<file path="config.mk">
export PLATFORM = sky130hd
export DESIGN_NAME = weight_layout_offset_flat
export DESIGN_NICKNAME = d
export VERILOG_FILES = /design/src/hdl/wlo_pkg.sv /design/src/hdl/wlo_if.sv /design/src/hdl/weight_layout_offset.sv /design/src/flat_wrapper.sv
export SDC_FILE = /design/constraint.sdc
export NUM_CORES = 2
export LEC_CHECK = 0
export BUFFER_PORTS_ARGS = -buffer_cell sky130_fd_sc_hd__clkbuf_2
export CORE_UTILIZATION = 53
export CTS_BUF_LIST = sky130_fd_sc_hd__clkbuf_8
export DETAILED_ROUTE_END_ITERATION = 6
export PLACE_DENSITY_LB_ADDON = 0.1
export SYNTH_ARGS = -nofsm -noshare
export SYNTH_HDL_FRONTEND = slang
export SYNTH_SLANG_ARGS = --single-unit
</file>
<file path="constraint.sdc">
create_clock -name i_clk -period 11.1 [get_ports i_clk]
set_input_delay 2.22 -clock i_clk [delete_from_list [all_inputs] [get_ports i_clk]]
set_output_delay 2.22 -clock i_clk [all_outputs]
set_load 0.02 [all_outputs]
</file>
<file path="src/hdl/wlo_pkg.sv">
// shared widths, codes and types of the weight layout offset generator
package wlo_pkg;

    // request and response field widths
    localparam int unsigned CMD_W      = 2;
    localparam int unsigned IDX_W      = 11;
    localparam int unsigned ROW_W      = 5;
    localparam int unsigned OFF_W      = 33;

    // configuration register widths
    localparam int unsigned CNT_W      = 12;
    localparam int unsigned DIM_W      = 6;
    localparam int unsigned BPE_W      = 2;
    localparam int unsigned CFG_IDX_W  = 3;
    localparam int unsigned CFG_DATA_W = 12;

    // width of every value that goes through the constant dividers
    localparam int unsigned DIV_W      = 14;
    // width of a reciprocal multiplier
    localparam int unsigned MUL_W      = DIV_W + 1;

    // layout selector
    typedef enum logic [CMD_W-1:0] {
        CMD_PLAIN  = 2'd0,
        CMD_DIRECT = 2'd1,
        CMD_BIAS   = 2'd2,
        CMD_BAD    = 2'd3
    } t_cmd;

    // configuration register map
    typedef enum logic [CFG_IDX_W-1:0] {
        CFG_CHANNEL_COUNT  = 3'd0,
        CFG_KERNEL_HEIGHT  = 3'd1,
        CFG_KERNEL_WIDTH   = 3'd2,
        CFG_KERNEL_COUNT   = 3'd3,
        CFG_BYTES_PER_ELEM = 3'd4
    } t_cfg_idx;

endpackage

</file>
<file path="src/hdl/wlo_if.sv">
// request, response and configuration channels of the weight layout offset generator

interface wlo_req_if;
    import wlo_pkg::*;

    logic             valid;
    logic             ready;
    t_cmd             command;
    logic [IDX_W-1:0] kernel_index;
    logic [IDX_W-1:0] channel_index;
    logic [ROW_W-1:0] row_index;
    logic [ROW_W-1:0] col_index;

    modport source (
        output valid, command, kernel_index, channel_index, row_index, col_index,
        input  ready
    );
    modport sink (
        input  valid, command, kernel_index, channel_index, row_index, col_index,
        output ready
    );
endinterface

interface wlo_rsp_if;
    import wlo_pkg::*;

    logic             valid;
    logic             ready;
    logic [OFF_W-1:0] offset;
    logic             bad_format;

    modport source (output valid, offset, bad_format, input ready);
    modport sink (input valid, offset, bad_format, output ready);
endinterface

interface wlo_cfg_if;
    import wlo_pkg::*;

    logic                  valid;
    logic                  ready;
    logic [CFG_IDX_W-1:0]  index;
    logic [CFG_DATA_W-1:0] data;

    modport source (output valid, index, data, input ready);
    modport sink (input valid, index, data, output ready);
endinterface

</file>
<file path="src/hdl/weight_layout_offset.sv">
// top level of the weight layout offset generator
//
// Turns a request (layout, kernel k, channel c, row h, column w) into the offset
// of that weight: the plain K-C-H-W element index, the packed direct-convolution
// byte offset (channel bytes in chunks of ATOMIC_BYTES, kernels in groups of
// GROUP_KERNELS, last partial chunk and group shrunk), or the bias layout
// c*W*H*bpe + h*W + w. An unknown layout gives bad_format with offset zero.
// The block takes one request per cycle while the response side does not stall;
// its depth comes from the eight register stages, each at most one multiply
// deep, that split the chunk and group divisions (reciprocal multiply,
// then correction) and the product chain of the packed layout. Every stage holds
// its own valid bit, so a stalled response only stops the stages behind it once
// they are full. Configuration writes are always taken and must only happen
// while no request is in flight.
module weight_layout_offset #(
    parameter int unsigned ATOMIC_BYTES  = 32,
    parameter int unsigned GROUP_KERNELS = 16
) (
    input  logic          i_clk,
    input  logic          i_rst_n,
    wlo_cfg_if.sink       i_cfg,
    wlo_req_if.sink       i_req,
    wlo_rsp_if.source     o_rsp
);
    import wlo_pkg::*;

    // stage count and derived widths
    localparam int unsigned NUM_ST  = 8;
    localparam int unsigned AW      = $clog2(ATOMIC_BYTES + 1);
    localparam int unsigned GW      = $clog2(GROUP_KERNELS + 1);
    localparam int unsigned HW_W    = 2 * DIM_W;
    localparam int unsigned HWID_W  = ROW_W + DIM_W;
    localparam int unsigned KCC_W   = IDX_W + CNT_W + 1;
    localparam int unsigned L0P_W   = KCC_W + HW_W;
    localparam int unsigned CHW_W   = IDX_W + HW_W;
    localparam int unsigned L2P_W   = CHW_W + BPE_W;
    localparam int unsigned HWCB_W  = HW_W + DIV_W;
    localparam int unsigned GB_W    = HWCB_W + GW;
    localparam int unsigned T1_W    = DIV_W + OFF_W;
    localparam int unsigned GKCS_W  = GW + AW;
    localparam int unsigned HWGK_W  = HW_W + GW;
    localparam int unsigned T3_W    = HWID_W + GKCS_W;
    localparam int unsigned T4_W    = ROW_W + GKCS_W;
    localparam int unsigned P2_W    = HWGK_W + AW;
    localparam int unsigned T2_W    = DIV_W + P2_W;

    // reciprocal constants for the two divisors
    localparam int unsigned A_SH = DIV_W + $clog2(ATOMIC_BYTES);
    localparam int unsigned G_SH = DIV_W + $clog2(GROUP_KERNELS);
    localparam logic [MUL_W-1:0] A_MUL = MUL_W'((2 ** A_SH) / ATOMIC_BYTES);
    localparam logic [MUL_W-1:0] G_MUL = MUL_W'((2 ** G_SH) / GROUP_KERNELS);
    localparam logic [DIV_W-1:0] A_D   = DIV_W'(ATOMIC_BYTES);
    localparam logic [DIV_W-1:0] G_D   = DIV_W'(GROUP_KERNELS);
    localparam logic [DIV_W-1:0] A_M1  = DIV_W'(ATOMIC_BYTES - 1);
    localparam logic [DIV_W-1:0] G_M1  = DIV_W'(GROUP_KERNELS - 1);
    localparam logic [AW-1:0]    A_SZ  = AW'(ATOMIC_BYTES);
    localparam logic [GW-1:0]    G_SZ  = GW'(GROUP_KERNELS);

    typedef struct packed {
        logic [DIV_W-1:0] q;
        logic [DIV_W-1:0] r;
    } t_div;

    // quotient estimate, equal to the true quotient or one below it
    function automatic logic [DIV_W-1:0] div_est(
        input logic [DIV_W-1:0] x,
        input logic [MUL_W-1:0] mul,
        input int unsigned      sh
    );
        logic [DIV_W+MUL_W-1:0] prod;
        prod = (DIV_W+MUL_W)'(x) * (DIV_W+MUL_W)'(mul);
        return DIV_W'(prod >> sh);
    endfunction

    // one compare and subtract finishes the division
    function automatic t_div div_fix(
        input logic [DIV_W-1:0] x,
        input logic [DIV_W-1:0] qe,
        input logic [DIV_W-1:0] d
    );
        logic [DIV_W-1:0] rem;
        t_div             res;
        rem = x - DIV_W'(qe * d);
        if (rem >= d) begin
            res.q = qe + 1'b1;
            res.r = rem - d;
        end else begin
            res.q = qe;
            res.r = rem;
        end
        return res;
    endfunction

    // configuration registers
    logic [CNT_W-1:0] r_cc;
    logic [DIM_W-1:0] r_kh;
    logic [DIM_W-1:0] r_kw;
    logic [CNT_W-1:0] r_kc;
    logic [BPE_W-1:0] r_bpe;

    // stage valid bits and advance enables
    logic [NUM_ST:1] r_vld;
    logic [NUM_ST:1] w_adv;
    logic [NUM_ST:1] w_vin;

    // stage 1
    t_cmd              r1_cmd;
    logic [IDX_W-1:0]  r1_k;
    logic [IDX_W-1:0]  r1_c;
    logic [ROW_W-1:0]  r1_w;
    logic [HW_W-1:0]   r1_hw;
    logic [DIV_W-1:0]  r1_cbytes;
    logic [DIV_W-1:0]  r1_cbt;
    logic [DIV_W-1:0]  r1_xc;
    logic [DIV_W-1:0]  r1_cb;
    logic [HWID_W-1:0] r1_hwid;
    logic [KCC_W-1:0]  r1_kcc;
    logic [DIV_W-1:0]  r1_kct;
    logic [DIV_W-1:0]  r1_kc;

    // stage 2
    t_cmd              r2_cmd;
    logic [ROW_W-1:0]  r2_w;
    logic [HW_W-1:0]   r2_hw;
    logic [HWID_W-1:0] r2_hwid;
    logic [DIV_W-1:0]  r2_x_cn, r2_qe_cn;
    logic [DIV_W-1:0]  r2_x_ct, r2_qe_ct;
    logic [DIV_W-1:0]  r2_x_cm, r2_qe_cm;
    logic [DIV_W-1:0]  r2_x_cb, r2_qe_cb;
    logic [DIV_W-1:0]  r2_x_k,  r2_qe_k;
    logic [DIV_W-1:0]  r2_x_gt, r2_qe_gt;
    logic [DIV_W-1:0]  r2_x_km, r2_qe_km;
    logic [OFF_W-1:0]  r2_l0;
    logic [CHW_W-1:0]  r2_chw;
    logic [HWCB_W-1:0] r2_hwcb;

    // stage 3
    t_cmd              r3_cmd;
    logic [ROW_W-1:0]  r3_w;
    logic [HW_W-1:0]   r3_hw;
    logic [HWID_W-1:0] r3_hwid;
    t_div              r3_cn;
    t_div              r3_ct;
    t_div              r3_cm;
    t_div              r3_cb;
    t_div              r3_k;
    t_div              r3_gt;
    t_div              r3_km;
    logic [OFF_W-1:0]  r3_l0;
    logic [OFF_W-1:0]  r3_l2;
    logic [OFF_W-1:0]  r3_gb;

    // stage 4
    t_cmd              r4_cmd;
    logic [ROW_W-1:0]  r4_w;
    logic [HW_W-1:0]   r4_hw;
    logic [HWID_W-1:0] r4_hwid;
    logic [AW-1:0]     r4_cs;
    logic [GW-1:0]     r4_gk;
    logic [GW-1:0]     r4_rk;
    logic [OFF_W-1:0]  r4_t1;
    logic              r4_cnz;
    logic [DIV_W-1:0]  r4_cnm1;
    logic [AW-1:0]     r4_t6;
    logic [OFF_W-1:0]  r4_l0;
    logic [OFF_W-1:0]  r4_l2;

    // stage 5
    t_cmd              r5_cmd;
    logic [ROW_W-1:0]  r5_w;
    logic [HWID_W-1:0] r5_hwid;
    logic [GKCS_W-1:0] r5_gkcs;
    logic [HWGK_W-1:0] r5_hwgk;
    logic [GKCS_W-1:0] r5_t5;
    logic [OFF_W-1:0]  r5_t1;
    logic              r5_cnz;
    logic [DIV_W-1:0]  r5_cnm1;
    logic [AW-1:0]     r5_t6;
    logic [OFF_W-1:0]  r5_l0;
    logic [OFF_W-1:0]  r5_l2;

    // stage 6
    t_cmd              r6_cmd;
    logic [T3_W-1:0]   r6_t3;
    logic [T4_W-1:0]   r6_t4;
    logic [P2_W-1:0]   r6_p2;
    logic [GKCS_W-1:0] r6_t5;
    logic [OFF_W-1:0]  r6_t1;
    logic              r6_cnz;
    logic [DIV_W-1:0]  r6_cnm1;
    logic [AW-1:0]     r6_t6;
    logic [OFF_W-1:0]  r6_l0;
    logic [OFF_W-1:0]  r6_l2;

    // stage 7
    t_cmd              r7_cmd;
    logic [OFF_W-1:0]  r7_t2;
    logic [OFF_W-1:0]  r7_s1;
    logic [OFF_W-1:0]  r7_s2;
    logic [OFF_W-1:0]  r7_l0;
    logic [OFF_W-1:0]  r7_l2;

    // stage 8, the response register
    logic [OFF_W-1:0]  r8_offset;
    logic              r8_bad;

    // configuration writes, always taken
    assign i_cfg.ready = 1'b1;

    always_ff @(posedge i_clk) begin
        if (!i_rst_n) begin
            r_cc  <= CNT_W'(1);
            r_kh  <= DIM_W'(1);
            r_kw  <= DIM_W'(1);
            r_kc  <= CNT_W'(1);
            r_bpe <= BPE_W'(2);
        end else if (i_cfg.valid) begin
            unique case (t_cfg_idx'(i_cfg.index))
                CFG_CHANNEL_COUNT:  r_cc  <= i_cfg.data[CNT_W-1:0];
                CFG_KERNEL_HEIGHT:  r_kh  <= i_cfg.data[DIM_W-1:0];
                CFG_KERNEL_WIDTH:   r_kw  <= i_cfg.data[DIM_W-1:0];
                CFG_KERNEL_COUNT:   r_kc  <= i_cfg.data[CNT_W-1:0];
                CFG_BYTES_PER_ELEM: r_bpe <= i_cfg.data[BPE_W-1:0];
                default: begin
                end
            endcase
        end
    end

    // a stage moves when it is empty or the one after it moves
    always_comb begin
        w_adv[NUM_ST] = !r_vld[NUM_ST] || o_rsp.ready;
        for (int s = NUM_ST - 1; s >= 1; s--) begin
            w_adv[s] = !r_vld[s] || w_adv[s+1];
        end
    end

    assign w_vin       = {r_vld[NUM_ST-1:1], i_req.valid};
    assign i_req.ready = w_adv[1];

    always_ff @(posedge i_clk) begin
        if (!i_rst_n) begin
            r_vld <= '0;
        end else begin
            r_vld <= (w_adv & w_vin) | (~w_adv & r_vld);
        end
    end

    // stage 1: small products of the request and the sizes
    always_ff @(posedge i_clk) begin
        if (w_adv[1]) begin
            r1_cmd    <= i_req.command;
            r1_k      <= i_req.kernel_index;
            r1_c      <= i_req.channel_index;
            r1_w      <= i_req.col_index;
            r1_hw     <= HW_W'(r_kh) * HW_W'(r_kw);
            r1_cbytes <= DIV_W'(r_cc) * DIV_W'(r_bpe);
            r1_cbt    <= DIV_W'(r_cc) * DIV_W'(r_bpe) + A_M1;
            r1_xc     <= (DIV_W'(i_req.channel_index) + 1'b1) * DIV_W'(r_bpe) + A_M1;
            r1_cb     <= DIV_W'(i_req.channel_index) * DIV_W'(r_bpe);
            r1_hwid   <= HWID_W'(i_req.row_index) * HWID_W'(r_kw);
            r1_kcc    <= KCC_W'(i_req.kernel_index) * KCC_W'(r_cc)
                         + KCC_W'(i_req.channel_index);
            r1_kct    <= DIV_W'(r_kc) + G_M1;
            r1_kc     <= DIV_W'(r_kc);
        end
    end

    // stage 2: quotient estimates and the wide layout products
    always_ff @(posedge i_clk) begin
        if (w_adv[2]) begin
            r2_cmd   <= r1_cmd;
            r2_w     <= r1_w;
            r2_hw    <= r1_hw;
            r2_hwid  <= r1_hwid;
            r2_x_cn  <= r1_xc;
            r2_qe_cn <= div_est(r1_xc, A_MUL, A_SH);
            r2_x_ct  <= r1_cbt;
            r2_qe_ct <= div_est(r1_cbt, A_MUL, A_SH);
            r2_x_cm  <= r1_cbytes;
            r2_qe_cm <= div_est(r1_cbytes, A_MUL, A_SH);
            r2_x_cb  <= r1_cb;
            r2_qe_cb <= div_est(r1_cb, A_MUL, A_SH);
            r2_x_k   <= DIV_W'(r1_k);
            r2_qe_k  <= div_est(DIV_W'(r1_k), G_MUL, G_SH);
            r2_x_gt  <= r1_kct;
            r2_qe_gt <= div_est(r1_kct, G_MUL, G_SH);
            r2_x_km  <= r1_kc;
            r2_qe_km <= div_est(r1_kc, G_MUL, G_SH);
            r2_l0    <= OFF_W'(L0P_W'(r1_kcc) * L0P_W'(r1_hw));
            r2_chw   <= CHW_W'(r1_c) * CHW_W'(r1_hw);
            r2_hwcb  <= HWCB_W'(r1_hw) * HWCB_W'(r1_cbytes);
        end
    end

    // stage 3: finish the divisions, close the plain and bias layouts
    always_ff @(posedge i_clk) begin
        if (w_adv[3]) begin
            r3_cmd  <= r2_cmd;
            r3_w    <= r2_w;
            r3_hw   <= r2_hw;
            r3_hwid <= r2_hwid;
            r3_cn   <= div_fix(r2_x_cn, r2_qe_cn, A_D);
            r3_ct   <= div_fix(r2_x_ct, r2_qe_ct, A_D);
            r3_cm   <= div_fix(r2_x_cm, r2_qe_cm, A_D);
            r3_cb   <= div_fix(r2_x_cb, r2_qe_cb, A_D);
            r3_k    <= div_fix(r2_x_k, r2_qe_k, G_D);
            r3_gt   <= div_fix(r2_x_gt, r2_qe_gt, G_D);
            r3_km   <= div_fix(r2_x_km, r2_qe_km, G_D);
            r3_l0   <= r2_l0 + OFF_W'(r2_hwid) + OFF_W'(r2_w);
            r3_l2   <= OFF_W'(L2P_W'(r2_chw) * L2P_W'(r_bpe))
                       + OFF_W'(r2_hwid) + OFF_W'(r2_w);
            r3_gb   <= OFF_W'(GB_W'(r2_hwcb) * GB_W'(GROUP_KERNELS));
        end
    end

    // stage 4: chunk size and group size, group term
    always_ff @(posedge i_clk) begin
        if (w_adv[4]) begin
            r4_cmd  <= r3_cmd;
            r4_w    <= r3_w;
            r4_hw   <= r3_hw;
            r4_hwid <= r3_hwid;
            // last chunk is shrunk to the leftover bytes
            if (r3_cn.q == r3_ct.q && r3_cm.r != '0) begin
                r4_cs <= AW'(r3_cm.r);
            end else begin
                r4_cs <= A_SZ;
            end
            // last group is shrunk to the leftover kernels
            if (r3_k.q + 1'b1 == r3_gt.q && r3_km.r != '0) begin
                r4_gk <= GW'(r3_km.r);
            end else begin
                r4_gk <= G_SZ;
            end
            r4_rk   <= GW'(r3_k.r);
            r4_t1   <= OFF_W'(T1_W'(r3_k.q) * T1_W'(r3_gb));
            r4_cnz  <= (r3_cn.q == '0);
            r4_cnm1 <= r3_cn.q - 1'b1;
            r4_t6   <= AW'(r3_cb.r);
            r4_l0   <= r3_l0;
            r4_l2   <= r3_l2;
        end
    end

    // stage 5: products of the chunk and group sizes
    always_ff @(posedge i_clk) begin
        if (w_adv[5]) begin
            r5_cmd  <= r4_cmd;
            r5_w    <= r4_w;
            r5_hwid <= r4_hwid;
            r5_gkcs <= GKCS_W'(r4_gk) * GKCS_W'(r4_cs);
            r5_hwgk <= HWGK_W'(r4_hw) * HWGK_W'(r4_gk);
            r5_t5   <= GKCS_W'(r4_rk) * GKCS_W'(r4_cs);
            r5_t1   <= r4_t1;
            r5_cnz  <= r4_cnz;
            r5_cnm1 <= r4_cnm1;
            r5_t6   <= r4_t6;
            r5_l0   <= r4_l0;
            r5_l2   <= r4_l2;
        end
    end

    // stage 6: row and column terms, chunk stride
    always_ff @(posedge i_clk) begin
        if (w_adv[6]) begin
            r6_cmd  <= r5_cmd;
            r6_t3   <= T3_W'(r5_hwid) * T3_W'(r5_gkcs);
            r6_t4   <= T4_W'(r5_w) * T4_W'(r5_gkcs);
            r6_p2   <= P2_W'(r5_hwgk) * P2_W'(ATOMIC_BYTES);
            r6_t5   <= r5_t5;
            r6_t1   <= r5_t1;
            r6_cnz  <= r5_cnz;
            r6_cnm1 <= r5_cnm1;
            r6_t6   <= r5_t6;
            r6_l0   <= r5_l0;
            r6_l2   <= r5_l2;
        end
    end

    // stage 7: chunk term (wraps when the chunk number is zero), partial sums
    always_ff @(posedge i_clk) begin
        if (w_adv[7]) begin
            r7_cmd <= r6_cmd;
            if (r6_cnz) begin
                r7_t2 <= OFF_W'(0) - OFF_W'(r6_p2);
            end else begin
                r7_t2 <= OFF_W'(T2_W'(r6_cnm1) * T2_W'(r6_p2));
            end
            r7_s1  <= r6_t1 + OFF_W'(r6_t3);
            r7_s2  <= OFF_W'(r6_t4) + OFF_W'(r6_t5) + OFF_W'(r6_t6);
            r7_l0  <= r6_l0;
            r7_l2  <= r6_l2;
        end
    end

    // stage 8: layout select into the response register
    always_ff @(posedge i_clk) begin
        if (w_adv[8]) begin
            unique case (r7_cmd)
                CMD_PLAIN: begin
                    r8_offset <= r7_l0;
                    r8_bad    <= 1'b0;
                end
                CMD_DIRECT: begin
                    r8_offset <= r7_t2 + r7_s1 + r7_s2;
                    r8_bad    <= 1'b0;
                end
                CMD_BIAS: begin
                    r8_offset <= r7_l2;
                    r8_bad    <= 1'b0;
                end
                CMD_BAD: begin
                    r8_offset <= '0;
                    r8_bad    <= 1'b1;
                end
            endcase
        end
    end

    assign o_rsp.valid      = r_vld[NUM_ST];
    assign o_rsp.offset     = r8_offset;
    assign o_rsp.bad_format = r8_bad;

endmodule

</file>
<file path="src/flat_wrapper.sv">
// flat-port wrapper written by rule: the top's interface ports become plain ports
module weight_layout_offset_flat import wlo_pkg::*;
#(
    parameter int unsigned ATOMIC_BYTES  = 32,
    parameter int unsigned GROUP_KERNELS = 16
)
  (i_clk, i_rst_n, i_cfg_valid, i_cfg_index, i_cfg_data, i_cfg_ready, i_req_valid, i_req_command, i_req_kernel_index, i_req_channel_index, i_req_row_index, i_req_col_index, i_req_ready, o_rsp_valid, o_rsp_offset, o_rsp_bad_format, o_rsp_ready);
  wlo_cfg_if i_cfg_i ();
  wlo_req_if i_req_i ();
  wlo_rsp_if o_rsp_i ();
  input  logic i_clk;
  input  logic i_rst_n;
  input wire logic [$bits(i_cfg_i.valid)-1:0] i_cfg_valid;
  input wire logic [$bits(i_cfg_i.index)-1:0] i_cfg_index;
  input wire logic [$bits(i_cfg_i.data)-1:0] i_cfg_data;
  output wire logic [$bits(i_cfg_i.ready)-1:0] i_cfg_ready;
  input wire logic [$bits(i_req_i.valid)-1:0] i_req_valid;
  input wire logic [$bits(i_req_i.command)-1:0] i_req_command;
  input wire logic [$bits(i_req_i.kernel_index)-1:0] i_req_kernel_index;
  input wire logic [$bits(i_req_i.channel_index)-1:0] i_req_channel_index;
  input wire logic [$bits(i_req_i.row_index)-1:0] i_req_row_index;
  input wire logic [$bits(i_req_i.col_index)-1:0] i_req_col_index;
  output wire logic [$bits(i_req_i.ready)-1:0] i_req_ready;
  output wire logic [$bits(o_rsp_i.valid)-1:0] o_rsp_valid;
  output wire logic [$bits(o_rsp_i.offset)-1:0] o_rsp_offset;
  output wire logic [$bits(o_rsp_i.bad_format)-1:0] o_rsp_bad_format;
  input wire logic [$bits(o_rsp_i.ready)-1:0] o_rsp_ready;
  assign i_cfg_i.valid = i_cfg_valid;
  assign i_cfg_i.index = i_cfg_index;
  assign i_cfg_i.data = i_cfg_data;
  assign i_cfg_ready = i_cfg_i.ready;
  assign i_req_i.valid = i_req_valid;
  assign i_req_i.command = i_req_command;
  assign i_req_i.kernel_index = i_req_kernel_index;
  assign i_req_i.channel_index = i_req_channel_index;
  assign i_req_i.row_index = i_req_row_index;
  assign i_req_i.col_index = i_req_col_index;
  assign i_req_ready = i_req_i.ready;
  assign o_rsp_valid = o_rsp_i.valid;
  assign o_rsp_offset = o_rsp_i.offset;
  assign o_rsp_bad_format = o_rsp_i.bad_format;
  assign o_rsp_i.ready = o_rsp_ready;
  weight_layout_offset #(.ATOMIC_BYTES(ATOMIC_BYTES), .GROUP_KERNELS(GROUP_KERNELS)) u_core (.i_clk(i_clk), .i_rst_n(i_rst_n), .i_cfg(i_cfg_i), .i_req(i_req_i), .o_rsp(o_rsp_i));
endmodule
</file>
Word level (Yosys, flattened, before mapping)
Index checks and enable logic that the tools add are counted.
- add/subtract/negate cells: 35
- multiply operators: 17
- divide/modulo/power cells: 0
- $lt $le $gt $ge: 7
- equal/unequal tests: 9
- shift operators: 0
- mux-type cells: 10
- bitwise logic cells: 4
- reduce and logical (&&, ||, !) cells: 29
- operators with widths (cell ; count):
    $pmux W33 S4 ; 1
    $add A33 B33 Y33 ; 2
    $add A33 B5 Y33 ; 2
    $ge A14 B6 Y1 const B ; 4
    $sub A14 B14 Y14 ; 4
    $mul A11 B12 Y23 ; 2
    $mux W23 ; 2
    $ge A14 B5 Y1 const B ; 3
    $sub A14 B5 Y14 const B ; 3
    $sub A14 B6 Y14 const B ; 3
    $add A33 B11 Y33 ; 1
    $add A33 B22 Y33 ; 1
    $add A33 B6 Y33 ; 1
    $mul A24 B12 Y33 ; 1
    $mul A5 B6 Y11 ; 3
    $mux W33 ; 1
    $mul A8 B26 Y29 ; 1
    $add A14 B5 Y14 const B ; 2
    $mul A14 B17 Y28 ; 1
    $mux W14 ; 2
    $reduce_bool A14 Y1 ; 2
    $add A25 B11 Y26 ; 1
    $mul A12 B14 Y26 ; 1
    $mul A23 B2 Y25 ; 1
    43 further kinds ; 66
- flip-flop bits (word level): 1387
- bits in latches: 0
- RAM bits: 0
- ROM bits: 0
- input port bits: 54
- word-level logic and storage cells: 215
- memories kept: 0

Depth between registers and ports, before layout
- depth after elaboration: 12
- mapped depth: 27
- mapped depth without buffers: 25

Least setup slack after synthesis
Ideal clock, no wire load.
- path kind: input -> output
- start point: input o_rsp_ready
- end point: output i_req_ready
- arrival: 5.832 ns
- slack: 3.048 ns
- cell stages on the path: 6
- path buffers: 0
- path through: nor2b_1 > and3_1 > and2_1 > and3_1 > and2_1 > nand2_1
- cells in the longest elaborated chain, start to end: 8
- RTL lines (element ; line ; text):
    from (decl) ; flat_wrapper.sv:27 ; input wire logic [$bits(o_rsp_i.ready)-1:0] o_rsp_ready;
    $logic_or A1 B1 Y1 ; weight_layout_offset.sv:232 ; w_adv[NUM_ST] = !r_vld[NUM_ST] || o_rsp.ready;
    $logic_or A1 B1 Y1 (7 in series) ; weight_layout_offset.sv:234 ; w_adv[s] = !r_vld[s] || w_adv[s+1];
    to (decl) ; flat_wrapper.sv:23 ; output wire logic [$bits(i_req_i.ready)-1:0] i_req_ready;
Every way passes these cells.

Worst setup path after layout
- start point: register u_core.r6_p2[9]
- end point: register u_core.r7_t2[26], data pin
- cells in the longest elaborated chain, start to end: 2
- elaborated cells on any way between the ends: 3
- those cells by class: add/sub (1); mul (1); mux (1)
- RTL lines (element ; line ; text):
    from (decl) ; weight_layout_offset.sv:186 ; logic [P2_W-1:0] r6_p2;
    from (signal assigned) ; weight_layout_offset.sv:370 ; r6_p2 <= P2_W'(r5_hwgk) * P2_W'(ATOMIC_BYTES);
    $mul A14 B17 Y28 or $sub A1 B22 Y23 (tied branches) ; weight_layout_offset.sv:388, weight_layout_offset.sv:386 ;
    $mux W33 (*) ; weight_layout_offset.sv:385 ; if (r6_cnz) begin
    to (signal assigned) ; weight_layout_offset.sv:386 ; r7_t2 <= OFF_W'(0) - OFF_W'(r6_p2);
    to (signal assigned) ; weight_layout_offset.sv:388 ; r7_t2 <= OFF_W'(T2_W'(r6_cnm1) * T2_W'(r6_p2));
    to (decl) ; weight_layout_offset.sv:197 ; logic [OFF_W-1:0] r7_t2;
Mark *: on every way between the ends. The rest lies on a longest branch, timed or not.
A chain may end at the register's enable or synchronous reset.

==> impl_metrics.yaml <==
die:
  start_util_pct: 53.65
  dieArea_sq_um: 174000
  die_w_um: 417.1
  core_area_sq_um: 170200
  rows: 151
  die_h_um: 417.1
  ios: 91
pwr:
  seq_power_share_pct: 48.2
  peakVddDrop_mv: 0.1395
  pwr-share-clk_pct: 29.0
  p_per_area_nw_per_um2: 129.6
  comb_power_share_pct: 22.8
  p_int_mw: 8.548
  swShare_pct: 32.61
  p_leak_nw: 46.00
  switchingPower_mw: 4.136
  power.total_mw: 12.68
logic_synthesis:
  syn-cell-area_sq_um: 91320
  post-synth-top-count-cell: "inv_1"
  synth_warnings: 0
  synth_largest_area_cell: "edfxtp_1"
  avgSynthCellArea_sq_um: 11.20
  ys_top_cells_by_area: "edfxtp_1 (37%), fa_1 (23%), ha_1 (10%), inv_1 (5.4%), nand2_1 (4.6%)"
  ys_dominant_reg_cell: "edfxtp_1"
  seq_area_frac_synth_pct: 37.71
  ys_ff_latch: 1162
  syn_inst: 8156
  synth_top_area_share_pct: 36.70
  synth_common_cells: "inv_1 (1,303), nand2_1 (1,123), edfxtp_1 (1,116)"
  synth-edff-count: 1116
  synth_cell_types: 83
  async_reset_ff_share_pct: 0
setup_path:
  slowest_delay_ns: 1.07
  critPathKind: "reg2reg"
  rr_startpoint: "u_core.r6_p2[9]$_DFFE_PP_"
  critPathArrivalTime_ns: 7.66
  cp-start-kind: "register"
  worst_ep_required_time_ns: 11.74
  path_max_fanout: 22
  critPathLaunch: "u_core.r6_p2[9]$_DFFE_PP_"
  worstPathCellList: "nand2_1, fa_1, fa_1, inv_1, ha_1, fa_1, fa_1, inv_1, fa_1, inv_1, ha_1, a21oi_1, nand3b_1, o21ai_0, a31oi_1, a211oi_1, o21bai_1, a21oi_1, o21bai_1, a21oi_1, xor2_1, o21ai_0"
  critPathSlowestCell: "edfxtp_1"
  cp-end-kind: "register"
  path_common_cell: "fa_1"
cts:
  root_buffer: "clkbuf_8"
  cts_max_level: 4
  tritoncts: "done"
  cts_made_buffers: 195
  clk_latency_ns: 1.00
  post_cts_buffers: 0
  clk_pin_slew_ns: 0.07
  clockBufferDepth: 3
  cts_hold_buf: 0
  clock-sinks: 1162
  cts_resized: 0
routing:
  vias_per_cell: 5.283
  detail_route.wl_per_cell_um: 18.70
  drc: 0
  antenna_left: 0
  wl_mm: 199.8
  vias: 56441
  first_iter_violations: 3159
  first_pass_iters: 5
final_layout:
  layout.nets: 10075
  nFillCells: 14362
  syn_to_final_growth_pct: 7.171
  drive_gt1_share_pct: 4.950
  multi_input_area_sq_um: 51040
  ff_latch_area_sq_um: 34430
  fin_util_pct: 57.49
worst_hold_path:
  hold_path_class: "reg2reg"
  min_from: "u_core.r3_k[1]$_DFFE_PP_"
placement:
  dp_hpwl_mm: 151.8
  place_congestion: 0.8801
  dp_slack_ns: 3.208
  portBuffers: 89
timing:
  setup_tns_ns: 0
  skew_ns: 0.1190
  slew_viol_final: 0
  setup_violations: 0
  fin_crit_ns: 7.018
  slew_headroom_pct: 12.43
  hold_viol: 0
  rsz0062_at_grt: "false"
  fmax_mhz: 142.5
  finalWorstSetupSlack_ns: 4.082
  min_period_over_period_pct: 63.22
  worst_pin_slew_ns: 1.314
grt:
  gr-usage-all-layers_pct: 23.79
  overflow: 0
  grt_max_degree: 127
  grt_pass1_vias: 59372
  grt_first_pass_wirelength_mm: 322.9
  antenna_found_initial: 13
status:
  run_status: "finished, final reports clean"
job:
  max-cap-violations: 0
-- registers in the layout, summed over array words and instances, names as in the netlist, 33 cells and up --
signal / flops
u_core.r4_l0: 33
u_core.r3_l0: 33
u_core.r5_l0: 33
u_core.r2_l0: 33
u_core.r7_s1: 33
u_core.r7_l0: 33
u_core.r6_l0: 33
u_core.o_rsp.offset: 33
-- per-layer routing --
layer	track usage [%]	up-vias	part of all wire (%)
met3	3.594	270	5.4
met1	32.83	28440	45
met5	0	-	0.0065
met2	38.74	1316	47
met4	7.608	2	2.8
li1	-	26413	-
-- path summary, 6_finish.rpt --
kind         slack, ns  cells past startpoint                         end
min reg2reg       0.35                      0   u_core.r4_rk[1]$_DFFE_PP_
min               0.35                      0   u_core.r4_rk[1]$_DFFE_PP_
max reg2reg       4.08                     22  u_core.r7_t2[26]$_DFFE_PP_
max               4.08                     22  u_core.r7_t2[26]$_DFFE_PP_
-- power groups by stage --
stage          registers [mW]  clock network (mW)  logic [mW]
2_1_floorplan            5.88                   0        2.06
3_3_place_gp             6.19                   0        2.89
3_5_place_dp             6.21                   0        2.93
4_1_cts                  6.12                3.79        2.96
5_1_grt                  6.18                3.97        3.26
6_report                 6.12                3.67        2.89
-- area by class of cell --
class / instances / share of cell area (%)
Tap cell: 2295 / 2.934
Inverter: 1303 / 5.018
Timing Repair Buffer: 132 / 0.7978
Clock buffer: 202 / 2.841
Sequential cell: 1162 / 35.18
Clock inverter: 153 / 1.062
Multi-Input combinational cell: 5432 / 52.15
Antenna cell: 4 / 0.01023
-- cell usage in the layout, fill, tap and decap left out, drive strengths merged, types with 8 or more instances in the layout --
| cell | count |
|---|---|
| or4 | 8 |
| o31a | 9 |
| o21ai | 172 |
| edfxtp | 1116 |
| nor3b | 8 |
| mux2i | 34 |
| nand2 | 1123 |
| nor3 | 69 |
| a31oi | 18 |
| a21o | 89 |
| nand3 | 76 |
| xnor2 | 324 |
| fa | 1057 |
| o21bai | 47 |
| conb | 25 |
| inv | 1368 |
| o211ai | 11 |
| clkbuf | 291 |
| xor2 | 124 |
| nand2b | 39 |
| clkinv | 79 |
| and3 | 30 |
| nor4 | 14 |
| and2 | 656 |
| o31ai | 15 |
| buf | 43 |
| nand4 | 15 |
| ha | 738 |
| o21a | 47 |
| a21boi | 36 |
| or3 | 21 |
| a31o | 8 |
| nor2 | 204 |
| nor2b | 75 |
| dfxtp | 46 |
| a211oi | 21 |
| a21oi | 228 |
-- critical path, delay by kind of cell (launching register included) --
| kind | cells | cell delay (ns) |
|---|---|---|
| buf+inv | 3 | 0.15 |
| flops | 1 | 1.07 |
| compound gates | 9 | 1.70 |
| simple gates | 2 | 0.29 |
| xor+xnor | 1 | 0.15 |
| fa+ha+maj | 7 | 3.31 |
-- cell families after synthesis --
group	count (synthesis)	synth area share, %
other cells	2	0.008224
flops	1162	37.71
mux	38	0.4220
simple gates	2361	12.43
compound gates	765	5.338
xor+xnor	448	4.297
buf+inv	1585	6.519
fa+ha+maj	1795	33.28
-- metrics by stage --
stage,instances,instance area (sq um),hold slack (ns)
finish,10683,97870,0.3503
CTS,10679,97860,0.3431
global placement,10324,94040,0.4003
global route,10682,97870,0.3686
floorplan,8179,91410,0.4003
detailed placement,10324,94040,0.4045
Power figures use the tool's default switching activity.
